$ cat src/hdl/block_average_iir_voltage_filter_assert.svh
// Assertion macros for the filter's back end, the only module that includes this file.
// Each macro takes a label, the clock, the active-low reset, a condition and a consequence.
`ifndef BLOCK_AVERAGE_IIR_VOLTAGE_FILTER_ASSERT_SVH
`define BLOCK_AVERAGE_IIR_VOLTAGE_FILTER_ASSERT_SVH

`ifndef SYNTHESIS
`define BAVF_ASSERT_IMP(label, clk, rst_n, ante, cons) \
  label: assert property (@(posedge clk) disable iff (!rst_n) (ante) |-> (cons)) \
    else $error("assertion failed in the same cycle");
`define BAVF_ASSERT_NXT(label, clk, rst_n, ante, cons) \
  label: assert property (@(posedge clk) disable iff (!rst_n) (ante) |=> (cons)) \
    else $error("assertion failed in the next cycle");
`else
`define BAVF_ASSERT_IMP(label, clk, rst_n, ante, cons)
`define BAVF_ASSERT_NXT(label, clk, rst_n, ante, cons)
`endif

`endif

$ cat src/hdl/bavf_pkg.sv
package bavf_pkg;

  localparam int BLOCK_SAMPLES = 32;
  localparam int SAMPLE_BITS   = 12;

  localparam int CNT_W   = $clog2(BLOCK_SAMPLES);
  localparam int SUM_W   = SAMPLE_BITS + $clog2(BLOCK_SAMPLES);

  localparam int CFG_W     = 16;
  localparam int CFG_IDX_W = 1;
  localparam logic [CFG_IDX_W-1:0] REG_SCALE = 1'd0;
  localparam logic [CFG_IDX_W-1:0] REG_ALPHA = 1'd1;
  localparam logic [CFG_W-1:0] SCALE_RESET = 16'd28167;
  localparam logic [CFG_W-1:0] ALPHA_RESET = 16'd3277;

  localparam int VOLT_W  = 16;
  localparam int FILT_W  = 24;
  localparam int Q_SHIFT = 16;
  localparam int PROD1_W = (SUM_W + CFG_W > 33) ? (SUM_W + CFG_W) : 33;
  localparam int PROD2_W = FILT_W + CFG_W;

  localparam int QDEPTH  = 2;
  localparam int QPTR_W  = $clog2(QDEPTH);
  localparam int QCNT_W  = $clog2(QDEPTH + 1);

  typedef struct packed {
    logic not_empty;
    logic not_full;
  } q_stat_t;

endpackage

$ cat src/hdl/block_average_iir_voltage_filter.sv
// Block-average voltage filter: every 32 accepted 12-bit samples (one beat each, one beat per
// cycle at most) are summed, scaled by scale_factor (Q16) to Q8.8 volts with saturation, and
// passed through a first-order low-pass with weight smoothing_alpha (Q0.16); the first block
// after reset loads the filter directly and is flagged by out_first_block. One result beat
// leaves per block, after the registered scale product for the first block and after both
// the scale product and the registered filter product for the rest. Completed block
// sums wait in a two-entry queue, so in_stall rises only when the back end is held up by
// out_stall long enough for that queue to fill.
module block_average_iir_voltage_filter (
  input  logic                          clk,
  input  logic                          rst_n,
  input  logic                          cfg_we,
  input  logic [bavf_pkg::CFG_IDX_W-1:0] cfg_index,
  input  logic [bavf_pkg::CFG_W-1:0]    cfg_wdata,
  input  logic                          in_valid,
  output logic                          in_stall,
  input  logic [bavf_pkg::SAMPLE_BITS-1:0] in_sample,
  output logic                          out_valid,
  input  logic                          out_stall,
  output logic [bavf_pkg::VOLT_W-1:0]   out_voltage,
  output logic                          out_first_block
);
  import bavf_pkg::*;

  q_stat_t          q_stat;
  logic             q_push;
  logic             q_pop;
  logic [SUM_W-1:0] q_wdata;
  logic [SUM_W-1:0] q_rdata;

  bavf_front u_front (
    .clk       (clk),
    .rst_n     (rst_n),
    .in_valid  (in_valid),
    .in_stall  (in_stall),
    .in_sample (in_sample),
    .q_stat    (q_stat),
    .q_push    (q_push),
    .q_wdata   (q_wdata)
  );

  bavf_queue u_queue (
    .clk   (clk),
    .rst_n (rst_n),
    .push  (q_push),
    .wdata (q_wdata),
    .pop   (q_pop),
    .rdata (q_rdata),
    .stat  (q_stat)
  );

  bavf_back u_back (
    .clk             (clk),
    .rst_n           (rst_n),
    .cfg_we          (cfg_we),
    .cfg_index       (cfg_index),
    .cfg_wdata       (cfg_wdata),
    .q_rdata         (q_rdata),
    .q_stat          (q_stat),
    .q_pop           (q_pop),
    .out_valid       (out_valid),
    .out_stall       (out_stall),
    .out_voltage     (out_voltage),
    .out_first_block (out_first_block)
  );

endmodule

$ cat src/hdl/bavf_front.sv
module bavf_front (
  input  logic                        clk,
  input  logic                        rst_n,
  input  logic                        in_valid,
  output logic                        in_stall,
  input  logic [bavf_pkg::SAMPLE_BITS-1:0] in_sample,
  input  bavf_pkg::q_stat_t           q_stat,
  output logic                        q_push,
  output logic [bavf_pkg::SUM_W-1:0]  q_wdata
);
  import bavf_pkg::*;

  logic [SUM_W-1:0] sum_r, sum_nxt, sum_add;
  logic [CNT_W-1:0] cnt_r, cnt_nxt;
  logic             accept;
  logic             last;

  assign in_stall = !q_stat.not_full;
  assign accept   = in_valid && !in_stall;
  assign sum_add  = sum_r + SUM_W'(in_sample);
  assign last     = (cnt_r == CNT_W'(BLOCK_SAMPLES - 1));
  assign q_push   = accept && last;
  assign q_wdata  = sum_add;

  always_comb begin
    sum_nxt = sum_r;
    cnt_nxt = cnt_r;
    if (accept) begin
      if (last) begin
        sum_nxt = '0;
        cnt_nxt = '0;
      end else begin
        sum_nxt = sum_add;
        cnt_nxt = cnt_r + CNT_W'(1);
      end
    end
  end

  always_ff @(posedge clk) begin
    if (!rst_n) begin
      sum_r <= '0;
      cnt_r <= '0;
    end else begin
      sum_r <= sum_nxt;
      cnt_r <= cnt_nxt;
    end
  end

endmodule

$ cat src/hdl/bavf_queue.sv
module bavf_queue (
  input  logic                       clk,
  input  logic                       rst_n,
  input  logic                       push,
  input  logic [bavf_pkg::SUM_W-1:0] wdata,
  input  logic                       pop,
  output logic [bavf_pkg::SUM_W-1:0] rdata,
  output bavf_pkg::q_stat_t          stat
);
  import bavf_pkg::*;

  logic [SUM_W-1:0]  mem_r [QDEPTH];
  logic [QPTR_W-1:0] wr_ptr_r, rd_ptr_r;
  logic [QCNT_W-1:0] cnt_r;
  logic              do_push, do_pop;

  assign stat.not_empty = (cnt_r != '0);
  assign stat.not_full  = (cnt_r != QCNT_W'(QDEPTH));
  assign do_push = push && stat.not_full;
  assign do_pop  = pop && stat.not_empty;
  assign rdata   = mem_r[rd_ptr_r];

  always_ff @(posedge clk) begin
    if (do_push) begin
      mem_r[wr_ptr_r] <= wdata;
    end
  end

  always_ff @(posedge clk) begin
    if (!rst_n) begin
      wr_ptr_r <= '0;
      rd_ptr_r <= '0;
      cnt_r    <= '0;
    end else begin
      if (do_push) begin
        wr_ptr_r <= (wr_ptr_r == QPTR_W'(QDEPTH - 1)) ? '0 : wr_ptr_r + QPTR_W'(1);
      end
      if (do_pop) begin
        rd_ptr_r <= (rd_ptr_r == QPTR_W'(QDEPTH - 1)) ? '0 : rd_ptr_r + QPTR_W'(1);
      end
      if (do_push && !do_pop) begin
        cnt_r <= cnt_r + QCNT_W'(1);
      end else if (do_pop && !do_push) begin
        cnt_r <= cnt_r - QCNT_W'(1);
      end
    end
  end

endmodule

$ cat src/hdl/bavf_back.sv
module bavf_back (
  input  logic                          clk,
  input  logic                          rst_n,
  input  logic                          cfg_we,
  input  logic [bavf_pkg::CFG_IDX_W-1:0] cfg_index,
  input  logic [bavf_pkg::CFG_W-1:0]    cfg_wdata,
  input  logic [bavf_pkg::SUM_W-1:0]    q_rdata,
  input  bavf_pkg::q_stat_t             q_stat,
  output logic                          q_pop,
  output logic                          out_valid,
  input  logic                          out_stall,
  output logic [bavf_pkg::VOLT_W-1:0]   out_voltage,
  output logic                          out_first_block
);
  import bavf_pkg::*;

  `include "block_average_iir_voltage_filter_assert.svh"

  typedef enum logic [1:0] {S_IDLE, S_SAT, S_UPD} state_t;

  state_t             state_r, state_nxt;
  logic [CFG_W-1:0]   scale_r, scale_nxt;
  logic [CFG_W-1:0]   alpha_r, alpha_nxt;
  logic               primed_r, primed_nxt;
  logic [FILT_W-1:0]  filt_r, filt_nxt;
  logic [PROD1_W-1:0] prod1_r, prod1_nxt;
  logic [PROD2_W-1:0] prod2_r, prod2_nxt;
  logic               neg_r, neg_nxt;
  logic               out_valid_r, out_valid_nxt;
  logic [VOLT_W-1:0]  voltage_r, voltage_nxt;
  logic               first_r, first_nxt;

  logic [PROD1_W-1:0] hi;
  logic [VOLT_W-1:0]  raw;
  logic [FILT_W-1:0]  target;
  logic [FILT_W-1:0]  diff;
  logic [FILT_W-1:0]  step;
  logic [FILT_W-1:0]  filt_new;

  assign q_pop           = (state_r == S_IDLE) && q_stat.not_empty && !out_valid_r;
  assign out_valid       = out_valid_r;
  assign out_voltage     = voltage_r;
  assign out_first_block = first_r;

  // Scaled block sum, saturated to the 16-bit Q8.8 range.
  assign hi     = prod1_r >> Q_SHIFT;
  assign raw    = (hi > PROD1_W'(16'hFFFF)) ? 16'hFFFF : hi[VOLT_W-1:0];
  assign target = {raw, 8'h00};
  assign diff   = (target < filt_r) ? (filt_r - target) : (target - filt_r);

  // A falling step is rounded up in magnitude so the filter floors toward minus infinity.
  always_comb begin
    if (neg_r) begin
      step = FILT_W'(((PROD2_W + 1)'(prod2_r) + (PROD2_W + 1)'(16'hFFFF)) >> Q_SHIFT);
      filt_new = filt_r - step;
    end else begin
      step = FILT_W'(prod2_r >> Q_SHIFT);
      filt_new = filt_r + step;
    end
  end

  always_comb begin
    state_nxt     = state_r;
    scale_nxt     = scale_r;
    alpha_nxt     = alpha_r;
    primed_nxt    = primed_r;
    filt_nxt      = filt_r;
    prod1_nxt     = prod1_r;
    prod2_nxt     = prod2_r;
    neg_nxt       = neg_r;
    out_valid_nxt = out_valid_r;
    voltage_nxt   = voltage_r;
    first_nxt     = first_r;

    if (cfg_we) begin
      case (cfg_index)
        REG_SCALE: scale_nxt = cfg_wdata;
        REG_ALPHA: alpha_nxt = cfg_wdata;
        default: ;
      endcase
    end

    if (out_valid_r && !out_stall) begin
      out_valid_nxt = 1'b0;
    end

    unique case (state_r)
      S_IDLE: begin
        if (q_pop) begin
          prod1_nxt = PROD1_W'(q_rdata) * PROD1_W'(scale_r);
          state_nxt = S_SAT;
        end
      end
      S_SAT: begin
        if (!primed_r) begin
          filt_nxt      = target;
          primed_nxt    = 1'b1;
          voltage_nxt   = raw;
          first_nxt     = 1'b1;
          out_valid_nxt = 1'b1;
          state_nxt     = S_IDLE;
        end else begin
          neg_nxt   = (target < filt_r);
          prod2_nxt = PROD2_W'(diff) * PROD2_W'(alpha_r);
          state_nxt = S_UPD;
        end
      end
      S_UPD: begin
        filt_nxt      = filt_new;
        voltage_nxt   = filt_new[FILT_W-1:FILT_W-VOLT_W];
        first_nxt     = 1'b0;
        out_valid_nxt = 1'b1;
        state_nxt     = S_IDLE;
      end
      default: state_nxt = S_IDLE;
    endcase
  end

  always_ff @(posedge clk) begin
    if (!rst_n) begin
      state_r     <= S_IDLE;
      scale_r     <= SCALE_RESET;
      alpha_r     <= ALPHA_RESET;
      primed_r    <= 1'b0;
      filt_r      <= '0;
      out_valid_r <= 1'b0;
    end else begin
      state_r     <= state_nxt;
      scale_r     <= scale_nxt;
      alpha_r     <= alpha_nxt;
      primed_r    <= primed_nxt;
      filt_r      <= filt_nxt;
      out_valid_r <= out_valid_nxt;
    end
    prod1_r   <= prod1_nxt;
    prod2_r   <= prod2_nxt;
    neg_r     <= neg_nxt;
    voltage_r <= voltage_nxt;
    first_r   <= first_nxt;
  end

  `BAVF_ASSERT_IMP(a_busy_no_result, clk, rst_n, state_r != S_IDLE, !out_valid_r)
  `BAVF_ASSERT_NXT(a_primed_sticky, clk, rst_n, primed_r, primed_r)
  `BAVF_ASSERT_IMP(a_update_primed, clk, rst_n, state_r == S_UPD, primed_r)
  `BAVF_ASSERT_NXT(a_first_load, clk, rst_n, state_r == S_SAT && !primed_r, out_valid_r && first_r)

endmodule

$ cat config.mk
export PLATFORM = sky130hd
export DESIGN_NAME = block_average_iir_voltage_filter
export DESIGN_NICKNAME = d
export VERILOG_FILES = /design/src/hdl/bavf_pkg.sv /design/src/hdl/block_average_iir_voltage_filter.sv /design/src/hdl/bavf_front.sv /design/src/hdl/bavf_queue.sv /design/src/hdl/bavf_back.sv
export VERILOG_INCLUDE_DIRS = /design/src /design/src/hdl
export SDC_FILE = /design/constraint.sdc
export NUM_CORES = 2
export LEC_CHECK = 0
export CORE_UTILIZATION = 52
export CTS_CLUSTER_DIAMETER = 150
export DETAILED_ROUTE_END_ITERATION = 16
export DONT_BUFFER_PORTS = 1
export GPL_ROUTABILITY_DRIVEN = 0
export PLACE_DENSITY = 0.67
export SETUP_SLACK_MARGIN = 0.15
export SKIP_CTS_REPAIR_TIMING = 1
export SKIP_LAST_GASP = 1
export SYNTH_ARGS = -nofsm -noshare
export SYNTH_HDL_FRONTEND = slang
export SYNTH_SLANG_ARGS = --single-unit
$ cat constraint.sdc
create_clock -name clk -period 22 [get_ports clk]
set_input_delay 4.4 -clock clk [delete_from_list [all_inputs] [get_ports clk]]
set_output_delay 4.4 -clock clk [all_outputs]
set_load 0.01 [all_outputs]
==> reports/results.txt <==
The worst hold slack after final layout is 0.4576 ns. Most frequent cell on the critical path: fa_1. Data on the critical path is required at its endpoint by 22.22 ns. At the later pin of the worst-skew pair, clock insertion delay measures 0.47 ns.

The initial antenna violation count is 1. The commonest non-fill, non-tap cell in the layout was inv_1. The routed via count divided by cell count works out to 5.496. The die area was 0.06317 mm2; the final worst-path cycle share was 46.36%. The number of pins with negative max-slew slack in the final report was 0.

TritonCTS built the clock tree. The average instance in the mapped netlist occupies 8.854 um2. The tools report the cell chosen for the clock root as clkbuf_16. The Yosys step of the flow raised 0 warnings.

Cells with a size suffix above 1 make up 3.707% of the layout. Setup repair after global routing left no endpoint under its margin. The tools report the sequential element share of the synthesized area as 15.51%.

The arrival time of the worst setup path was 10.42 ns. The final routed wire length divided by cell count is 18.02 um, and the number of buffers created by CTS is 17. The worst path needs 10.20 ns of the cycle, external delays included. For this run, design rule violations remaining after detail routing come to 0. Timing would allow up to 98.06 MHz. For the worst flop-to-flop path, the logic depth is 32. After clock tree synthesis, the clock-pin slew on the worst setup and hold paths is 0.08 ns.

The logs give 61540 um for the placed wire-length estimate after detailed placement and 79240 um for the total wirelength of the detailed-routed design. The primary flip-flop cell chosen by synthesis mapping was edfxtp_1. Relative to the synthesized area, the layout overhead comes to 3.905%.

Synthesis inferred 196 register bits. In the final design database the tool counted 4387 nets. The setup slack after layout came out at 11.80 ns. The largest total area in the synthesized netlist belongs to fa_1. For the final routed database, the setup TNS stands at 0 ns. Prior to clock tree synthesis, the placed netlist has a worst setup slack of 11.98 ns. In this run the biggest area consumer among cell types represents 31.95% of the synthesized area. The number of vias in the routed layout came out at 24.17k.

The delay of the slowest cell on the worst path works out to 0.58 ns. Global routing used 26.06% of the available tracks across all layers. The logs give 91 for the standard-cell row count and 3651 for the count of mapped cells out of synthesis. The critical path in this run is classified as flip-flop to flip-flop.

The CTS H-tree depth came out at 4. The first global-routing pass estimated 129900 um of wire. Counting every sink on the clock net gives 196. Port buffering added 0 buffers. The run gives 4490 as the number of nets produced by synthesis.

The overall die height came out at 251.3 um. The largest buffer count on any clock path came out at 2. The worst setup path is captured at a flip-flop. The run gives 0 as the count of final setup violators. The antenna diode count is 0, and the number of hold-slack violations in the final timing report is 0. At the pin with the least slew margin, the transition time is 1.077 ns. The tools report the core region area as 0.06160 mm2.

The flow ran to the end, and the final reports show no timing, DRC or antenna violations. Initial core utilization: 52.48%. For the I/O pin count, the log shows 53. The die width is 251.3 um, and the post-synthesis async set-or-reset flop share is 0%.

After detailed placement, the total cell area comes to 0.03303 mm2. The global route total overflow was 0. The worst max-slew margin expressed relative to the limit was 28.07%. The largest driver fanout on the critical path was 16; the via count of the first global-routing pass was 24.84k. The run gives 0 as the final antenna-violating net count. The clock arrives with 0.01529 ns of skew.

For the post-synthesis instance area, the log shows 0.03233 mm2. The first-pass detailed-route iteration total came out at 5. Leaving out fill and tap cells, the most frequent cells in the layout are 648 x inv_1, 590 x nand2_1, 516 x fa_1. The type of the most critical hold path is flip-flop to flip-flop. Final non-filler cell area: 0.03359 mm2. Number of violations of the max-capacitance limit: 0.

The cell with the biggest individual delay on the critical path was edfxtp_1. Entering global routing, the biggest net connects 54 pins. Sorting the synthesized cells by area gives the leading types as fa_1 32%, ha_1 11%, edfxtp_1 10%, inv_1 7.5%, nand2_1 6.9%. The number of flops mapped to enable cells by yosys came out at 109.

The worst hold path was traced through 2 stages. STA classifies the critical path startpoint as a flip-flop. Number of distinct library cells after synthesis: 80.

In this run, the number of DRC markers left after iteration 0 of detailed routing was 1476.
area by class of cell:
class / instances / area, um2
Inverter: 650 / 2440
Multi-Input combinational cell: 2636 / 24180
Timing Repair Buffer: 47 / 352.8
Clock buffer: 19 / 434.2
Clock inverter: 13 / 121.4
Tap cell: 837 / 1047
Sequential cell: 196 / 5015
Fill cell: 5684 / 28010
sequential cells by signal (all words and copies together) (netlist names), 2 cells and up, named ones only:
signal	count
u_back.prod1_r	17
u_back.alpha_r	16
u_back.scale_r	16
u_back.filt_r	24
u_back.prod2_r	40
u_queue.mem_r	34
u_back.state_r	2
u_queue.cnt_r	2
u_front.cnt_r	5
u_front.sum_r	17
u_back.out_voltage	16
worst max-delay path: cells and delay by family, from the launching register on:
| family | cells | cell delay [ns] |
|---|---|---|
| flops | 1 | 0.58 |
| xor+xnor | 1 | 0.09 |
| buf+inv | 5 | 0.73 |
| mux | 2 | 0.63 |
| compound gates | 12 | 3.07 |
| fa+ha+maj | 8 | 3.61 |
| simple gates | 4 | 1.18 |
cells by family (layout without fill, tap and decap cells):
kind of cell | count (synthesis) | in the layout | synth area share (%)
AND/OR/NAND/NOR | 1201 | 1201 | 17.66
XOR/XNOR | 127 | 127 | 3.464
AO/OA/AOI/OAI | 459 | 459 | 9.068
buffers and inverters | 819 | 729 | 9.695
adder cells (fa/ha/maj) | 805 | 805 | 43.14
multiplexers | 44 | 44 | 1.459
flip-flops | 196 | 196 | 15.51
metrics by stage:
step,cells,util [%]
global route,4398,54.53
finish,4398,54.53
CTS,4398,54.53
floorplan,3651,-
global placement,4366,53.63
detailed placement,4366,53.63
metal layers:
metal | GRT usage [%] | share of wire, %
met1 | 32.83 | 42
met2 | 46.19 | 50
met3 | 4.307 | 5.8
met4 | 6.794 | 2.3
met5 | 0 | 0
synth_stat cells (21+ instances only):
master and n:
dfxtp_1 87, a21oi_1 152, or3_1 21, nand2b_1 34, inv_1 649, fa_1 516
nor3_1 33, and3_1 22, and2_1 224, clkbuf_1 139, nand2_1 590, a21o_1 52
o21ai_0 83, nor2_1 118, xor2_1 49, xnor2_1 77, edfxtp_1 109, nor2b_1 28
nand3_1 60, ha_1 289
final timing paths:
| check | end | startpoint | slack (ns) |
|---|---|---|---|
| worst max-delay path | u_back.prod2_r[39] | u_back.prod1_r[32] | 11.80 |
| worst min-delay path | u_back.alpha_r[12] | u_back.alpha_r[12] | 0.46 |
| worst max register to register | u_back.prod2_r[39] | u_back.prod1_r[32] | 11.80 |
| worst min register to register | u_back.alpha_r[12] | u_back.alpha_r[12] | 0.46 |
Power is not shown: default switching activity piles up to over one toggle a cycle in this logic, so the estimate is an artifact.
